[config.mk]
export PLATFORM = sky130hd
export DESIGN_NAME = pmtw_ctrl
export DESIGN_NICKNAME = d
export VERILOG_FILES = /design/src/sv/prim_mst_total_weight_top_assert.svh /design/src/sv/pmtw_pkg.sv /design/src/sv/pmtw_ctrl.sv
export SDC_FILE = /design/constraint.sdc
export NUM_CORES = 1
export LEC_CHECK = 0
export BUFFER_PORTS_ARGS = -buffer_cell sky130_fd_sc_hd__buf_4
export CAP_MARGIN = 20
export CORE_AREA = 8 8 45 47
export DETAILED_ROUTE_END_ITERATION = 12
export DIE_AREA = 0 0 53 55
export GPL_TIMING_DRIVEN = 0
export PLACE_DENSITY = 0.44
export REMOVE_ABC_BUFFERS = 1
export SLEW_MARGIN = 20
export SYNTH_ARGS = -nofsm -noshare
export SYNTH_HDL_FRONTEND = slang
export SYNTH_SLANG_ARGS = --single-unit
[constraint.sdc]
create_clock -name clk -period 3.4 [get_ports clk]
set_clock_uncertainty 0.15 [all_clocks]
set_input_delay 0.51 -clock clk [delete_from_list [all_inputs] [get_ports clk]]
set_output_delay 0.51 -clock clk [all_outputs]
set_load 0.1 [all_outputs]
[src/sv/prim_mst_total_weight_top_assert.svh]
// ----------------------------------------------------------------------------
// prim_mst_total_weight_top_assert.svh
// Assertion macros for the spanning tree block.
// ----------------------------------------------------------------------------
`ifndef PRIM_MST_TOTAL_WEIGHT_TOP_ASSERT_SVH
`define PRIM_MST_TOTAL_WEIGHT_TOP_ASSERT_SVH

// antecedent implies consequent in the same cycle
`define PMTW_ASSERT_NOW(label, clk_i, rst_i, ante, cons) \
  label: assert property (@(posedge clk_i) disable iff (rst_i) (ante) |-> (cons)) \
    else $error("assertion failed");

// antecedent implies consequent in the next cycle
`define PMTW_ASSERT_NEXT(label, clk_i, rst_i, ante, cons) \
  label: assert property (@(posedge clk_i) disable iff (rst_i) (ante) |=> (cons)) \
    else $error("assertion failed");

`endif

[src/sv/pmtw_pkg.sv]
// ----------------------------------------------------------------------------
// pmtw_pkg
// Shared types and constants for the spanning tree block.
// ----------------------------------------------------------------------------
package pmtw_pkg;

  localparam int MAX_VERTICES_DEF = 64;
  localparam int WEIGHT_BITS_DEF  = 16;
  localparam int VERTEX_BITS      = 6;
  localparam int IN_WEIGHT_BITS   = 16;
  localparam int COUNT_CFG_BITS   = 7;
  localparam int TOTAL_BITS       = 22;
  localparam int S_DATA_BITS      = 32;
  localparam int M_DATA_BITS      = 24;

  typedef enum logic [2:0] {
    ST_CLEAR,
    ST_LOAD,
    ST_INIT,
    ST_SCAN,
    ST_DRAIN,
    ST_PICK,
    ST_OUT
  } state_t;

  typedef struct packed {
    logic clear_en;
    logic load_en;
    logic run_init;
    logic scan_issue;
    logic pick;
    logic out_load;
  } cmd_t;

  typedef struct packed {
    logic clear_last;
    logic last_accept;
    logic scan_end;
    logic run_done;
    logic out_free;
  } stat_t;

endpackage

[src/sv/pmtw_ctrl.sv]
// ----------------------------------------------------------------------------
// pmtw_ctrl
// Sequencer: clear sweep, edge loading, Prim rounds and result handoff.
// ----------------------------------------------------------------------------
module pmtw_ctrl (
  input  logic           clk,
  input  logic           rst,
  input  pmtw_pkg::stat_t st,
  output pmtw_pkg::cmd_t  cmd
);
  import pmtw_pkg::*;

  state_t state, state_next;

  always_ff @(posedge clk) begin
    if (rst) begin
      state <= ST_CLEAR;
    end else begin
      state <= state_next;
    end
  end

  always_comb begin
    state_next = state;
    cmd = '0;
    case (state)
      ST_CLEAR: begin
        cmd.clear_en = 1'b1;
        if (st.clear_last) state_next = ST_LOAD;
      end
      ST_LOAD: begin
        cmd.load_en = 1'b1;
        if (st.last_accept) state_next = ST_INIT;
      end
      ST_INIT: begin
        cmd.run_init = 1'b1;
        state_next = ST_SCAN;
      end
      ST_SCAN: begin
        cmd.scan_issue = 1'b1;
        if (st.scan_end) state_next = ST_DRAIN;
      end
      ST_DRAIN: begin
        state_next = ST_PICK;
      end
      ST_PICK: begin
        cmd.pick = 1'b1;
        state_next = st.run_done ? ST_OUT : ST_SCAN;
      end
      ST_OUT: begin
        if (st.out_free) begin
          cmd.out_load = 1'b1;
          state_next = ST_CLEAR;
        end
      end
      default: begin
        state_next = ST_CLEAR;
      end
    endcase
  end

endmodule

==> flow_summary.json, run 1 <==
{
  "hp-class": "input port to flip-flop",
  "grt_pass1_wl_um": 1000,
  "yosysWarnings": 0,
  "fp-row-count": 14,
  "outcome": "completed",
  "wirelength_um": 718,
  "crit_required_ns": 2.74,
  "critPathLaunchType": "flip-flop",
  "area_delta_synth_final_pct": 43.9,
  "setup_ws_ns": 1.30,
  "powerDensity_nw_per_um2": 1020,
  "synthCells": 33,
  "clockBufferDepth": 2,
  "cts_buffers": 3,
  "min_from": "rst",
  "clock-sinks": 3,
  "cap_violations": 0,
  "reg_top3": "state (3)",
  "avgSynthCellArea_um2": 8.11,
  "crit_path_end_kind": "output pin",
  "period_minus_slack_ns": 2.10,
  "avgRoutedWirePerCell_um": 11.6,
  "start_util_pct": 19.3,
  "nets": 54,
  "die_w_um": 53,
  "cts_setup_buffers": 0,
  "layout.cells.most_common_list": "buf_4, o21ai_0, clkbuf_4, dfxtp_1",
  "die_h_um": 55,
  "track_usage_pct": 4.80,
  "post-route-period-util_pct": 61.9,
  "leakage_nw": 0.149,
  "ir_drop_mv": 0.305,
  "crit_path_max_fanout": 12,
  "hold_viol": 0,
  "ys_types": 21,
  "core-area_um2": 1380,
  "cts_hold_buf": 0,
  "cp.arrival_ns": 1.44,
  "num_antenna_cells": 0,
  "cts-root-buf": "clkbuf_4",
  "drtIter0Drc": 3,
  "timing.fmax_mhz": 475,
  "h-tree-depth": 1,
  "finalMaxSlewViolations": 0,
  "antenna_found_initial": 0,
  "ys_seq_area_share_pct": 22.4,
  "rsz0062_at_grt": "false",
  "grt_max_degree": 15,
  "detail-route-antenna-nets": 0,
  "r2r_start": "state[0]",
  "gp_congestion": 0.722,
  "largest_reg_flops": 3,
  "via_per_inst": 4.37,
  "worstSetupPathType": "flip-flop to output pin",
  "remaining_drc_errors": 0,
  "crit_start": "state[0]",
  "setup_viol": 0,
  "synth_area_um2": 268,
  "synth_seq_cells": 3,
  "drive_gt1_share_pct": 43.5,
  "vias": 271,
  "dr.pass1.iters": 4,
  "layout_commonest_cell": "buf_4",
  "dpl.hpwl_um": 518,
  "final_cell_area_um2": 385,
  "grt_pass1_vias": 231,
  "ctsResizeCount": 0,
  "cts_tree": "built",
  "io_buffers": 12,
  "path_clk_slew_ns": 0.04,
  "max-slew-margin-rel_pct": 66.9,
  "top_register": "state",
  "worst_pin_slew_ns": 0.495,
  "post_dp_cell_area_um2": 359,
  "clkLatencyLatePin_ns": 0.23,
  "place_ws_ns": 1.53,
  "grt-ovfl-total": 0,
  "dieArea_um2": 2920,
  "io_pins": 13
}
-- cell usage after synthesis --
cell type  number  area, um2
o21ai_0         4       20.0
nand2_1         2       7.51
a21oi_1         1       5.00
clkbuf_1        2       7.51
nand3_1         1       5.00
nor3_1          2       10.0
and4_1          1       8.76
nand2b_1        2       12.5
a211oi_2        1       12.5
buf_6           1       11.3
nor2_1          2       7.51
dfxtp_1         3       60.1
nor4b_2         1       15.0
mux2i_1         1       10.0
a311oi_2        1       15.0
a211oi_1        1       7.51
a2111oi_2       1       15.0
inv_2           1       3.75
nor2b_1         2       12.5
a31oi_1         1       6.26
nor3b_1         2       15.0
-- cells by family (layout without fill, tap and decap cells) --
family / Yosys count / count (layout) / share of synthesized area (%)
AO/OA/AOI/OAI: 10 / 10 / 30.4
AND/OR/NAND/NOR: 15 / 15 / 35.0
buffers and inverters: 4 / 17 / 8.41
multiplexers: 1 / 1 / 3.74
flip-flops: 3 / 3 / 22.4
-- critical path, stage by stage (launching register included) --
cell and delay (ns):
dfxtp_1 0.56, inv_2 0.13, nor3b_1 0.20, buf_4 0.32
-- layout make-up --
class | count | area [um2]
tap | 16 | 20.0
timing repair buffer | 12 | 90.1
sequential | 3 | 60.1
inverter | 1 | 3.75
clock buffer | 4 | 26.3
fill | 163 | 998
multi-input combinational | 26 | 185
-- power breakdown --
part	internal, mW	leakage, nW	total, mW	switching (mW)
Clock	0.0440	0.0150	0.0623	0.0183
Combinational	0.0641	0.110	0.252	0.188
Sequential	0.0454	0.0245	0.0790	0.0336
Total	0.154	0.149	0.393	0.240
-- through the flow --
stage / power [mW] / utilization (%) / instances / hold slack (ns) / TNS, ns
finish: 0.393 / 27.8 / 62 / 0.309 / 0
global route: 0.413 / 27.8 / 62 / 0.305 / 0
CTS: 0.400 / 27.8 / 62 / 0.302 / 0
detailed placement: 0.334 / 25.9 / 58 / 0.515 / 0
global placement: 0.336 / 25.9 / 58 / 0.503 / 0
floorplan: 0.279 / - / 30 / 0.425 / -0.0851
-- layer usage --
| metal | wire (um) | global-route usage (%) |
|---|---|---|
| met4 | 0 | 5.17 |
| met2 | 327 | 6.84 |
| met3 | 92 | 2.94 |
| met5 | 0 | 0 |
| met1 | 297 | 4.55 |
-- final timing paths --
| check | end | slack [ns] | cells past startpoint |
|---|---|---|---|
| max reg2reg | state[2] | 1.73 | 4 |
| max | cmd[2] | 1.30 | 3 |
| min | state[2] | 0.31 | 2 |
| min reg2reg | state[0] | 0.51 | 2 |
Power figures use the tool's default switching activity.
==> run 2: changes to the inputs <==
ABC_AREA = 1   (was default)
PLACE_DENSITY = 0.45   (was 0.44)
clock period = 2.2 ns   (was 3.4 ns; I/O delays follow)
==> run 2 against run 1 <==
Against the previous run:
- cell count increased by 26%
- synthesized cell count grew 42%
- die area is the same
- sequential share of layout area fell by 0.54 points
- critical path depth unchanged
- core utilization up 0.99 points
- sequential power increased by 38%
- flip-flop and latch count did not move
- critical endpoint is now cmd[0]
- highest routed layer unchanged
==> flow_summary.json, run 2 <==
{
  "outcome": "completed",
  "path_clk_slew_ns": 0.04,
  "nets": 70,
  "crit_path_end_kind": "output pin",
  "antenna_found_initial": 0,
  "io_pins": 13,
  "layout.cells.most_common_list": "buf_4, inv_1, nand2_1, nor2_1",
  "synth_edf_count": 0,
  "ys_seq_area_share_pct": 22.2,
  "ys_types": 15,
  "h-tree-depth": 1,
  "use_met1_pct": 6.52,
  "rsz0062_at_grt": "false",
  "fin_cells": 78,
  "ys.flop_type": "dfxtp_1",
  "core-area_um2": 1380,
  "grt_max_degree": 10,
  "dpl.hpwl_um": 582,
  "grt_pass1_wl_um": 1180,
  "clkLatencyLatePin_ns": 0.23,
  "die_h_um": 55,
  "dr.pass1.iters": 2,
  "reg_top3": "state (3)",
  "vias": 307,
  "synth_common_cells": "inv_1, nand2_1, nor2_1",
  "post-route-period-util_pct": 79.9,
  "cp.arrival_ns": 1.28,
  "hold_slack_ns": 0.117,
  "max-slew-margin-rel_pct": 80.3,
  "crit_path_max_fanout": 9,
  "hp-class": "input port to flip-flop",
  "track_usage_pct": 5.51,
  "setup_viol": 0,
  "final_cell_area_um2": 399,
  "ctsResizeCount": 0,
  "power_mw": 0.694,
  "largest_reg_flops": 3,
  "yosysTopAreaCellShare_pct": 22.2,
  "setup_ws_ns": 0.441,
  "top_register": "state",
  "critical_path.slowest_cell": "dfxtp_1",
  "avgSynthCellArea_um2": 5.75,
  "area_delta_synth_final_pct": 47.7,
  "gp_congestion": 0.743,
  "grt_pass1_vias": 291,
  "detail-route-antenna-nets": 0,
  "finalMaxSlewViolations": 0,
  "synth_seq_cells": 3,
  "wirelength_um": 688,
  "num_antenna_cells": 0,
  "dieArea_um2": 2920,
  "grt-ovfl-total": 0,
  "remaining_drc_errors": 0,
  "grt.busiest_layer": "met2",
  "leakage_nw": 0.221,
  "critPathLaunchType": "flip-flop",
  "post_dp_cell_area_um2": 373,
  "clockBufferDepth": 2,
  "crit_required_ns": 1.72,
  "ys_async_sr_fraction_pct": 0,
  "crit_chain": "nand2_1 -> nor3_1 -> buf_4",
  "grtUsageMet2_pct": 8.01,
  "die_w_um": 53,
  "post-synth-top-area-cell": "dfxtp_1",
  "dp.cells": 74,
  "io_buffers": 12,
  "synth_area_um2": 270,
  "powerDensity_nw_per_um2": 1740,
  "yosysMostFrequentCell": "inv_1",
  "multi_input_area_um2": 158,
  "fp-row-count": 14,
  "worst_pin_slew_ns": 0.295,
  "clock-sinks": 3,
  "start_util_pct": 19.5,
  "slowest_delay_ns": 0.48,
  "synthCells": 47,
  "cap_violations": 0,
  "n_fill_cell": 167,
  "drive_gt1_share_pct": 37.1,
  "cts-root-buf": "clkbuf_4",
  "period_minus_slack_ns": 1.76,
  "synthTopCellsByArea": "dfxtp_1, inv_1, nand2_1",
  "via_per_inst": 3.94,
  "yosysWarnings": 0,
  "use_met3_pct": 2.94,
  "drtIter0Drc": 3,
  "hold_viol": 0,
  "avgRoutedWirePerCell_um": 8.82,
  "cts_hold_buf": 0,
  "worstSetupPathType": "flip-flop to output pin",
  "cts_tree": "built",
  "timing.fmax_mhz": 569,
  "cts_buffers": 3,
  "layout_commonest_cell": "buf_4",
  "ir_drop_mv": 0.465,
  "place_ws_ns": 0.675,
  "ff_latch_area_um2": 60.1,
  "cts_setup_buffers": 0
}
## run 2: changes by cell type after synthesis, sizes merged, moves of 3 or more
cell,previous run,this run
nand3,1,5
inv,1,12
o21ai,4,1
nand2,2,11
nor2,2,7
## run 2: final timing paths
kind	to	depth (start not counted)	slack, ns	startpoint
setup / recovery	cmd[0]	3	0.44	state[2]
hold / removal	state[2]	2	0.12	rst
setup reg to reg	state[2]	6	0.87	state[2]
hold reg to reg	state[1]	4	0.54	state[1]
## run 2: area by class of cell
| class | count | share of cell area, % |
|---|---|---|
| multi-input cells | 31 | 39.5 |
| inverters | 12 | 11.3 |
| well taps | 16 | 5.02 |
| clock buffers | 4 | 6.58 |
| flip-flops and latches | 3 | 15.0 |
| repair buffers | 12 | 22.6 |
## run 2: layer usage
| metal | up-vias | wire length, um |
|---|---|---|
| met1 | 129 | 310 |
| met4 | 0 | 0 |
| li1 | 172 | - |
| met2 | 6 | 330 |
| met3 | 0 | 47 |
| met5 | - | 0 |
## run 2: cell families after synthesis
group           count (synthesis)  share of synthesized area, %
compound gates                  5                          11.1
buf+inv                        13                          19.4
flops                           3                          22.2
simple gates                   26                          47.2
## run 2: through the flow
stage | setup TNS, ns | util [%]
2_1_floorplan | -1.70 | -
4_1_cts | 0 | 28.8
5_1_grt | 0 | 28.8
6_report | 0 | 28.8
3_5_place_dp | 0 | 26.9
3_3_place_gp | 0 | 26.9
## run 2: power breakdown
| group | switching (mW) | internal (mW) |
|---|---|---|
| logic | 0.377 | 0.113 |
| clock network | 0.0280 | 0.0679 |
| registers | 0.0352 | 0.0739 |
## run 2: worst max-delay path: cells and delay by family (launching register included)
kind,cells,cell delay [ns]
simple gates,2,0.25
flops,1,0.48
buf+inv,1,0.32
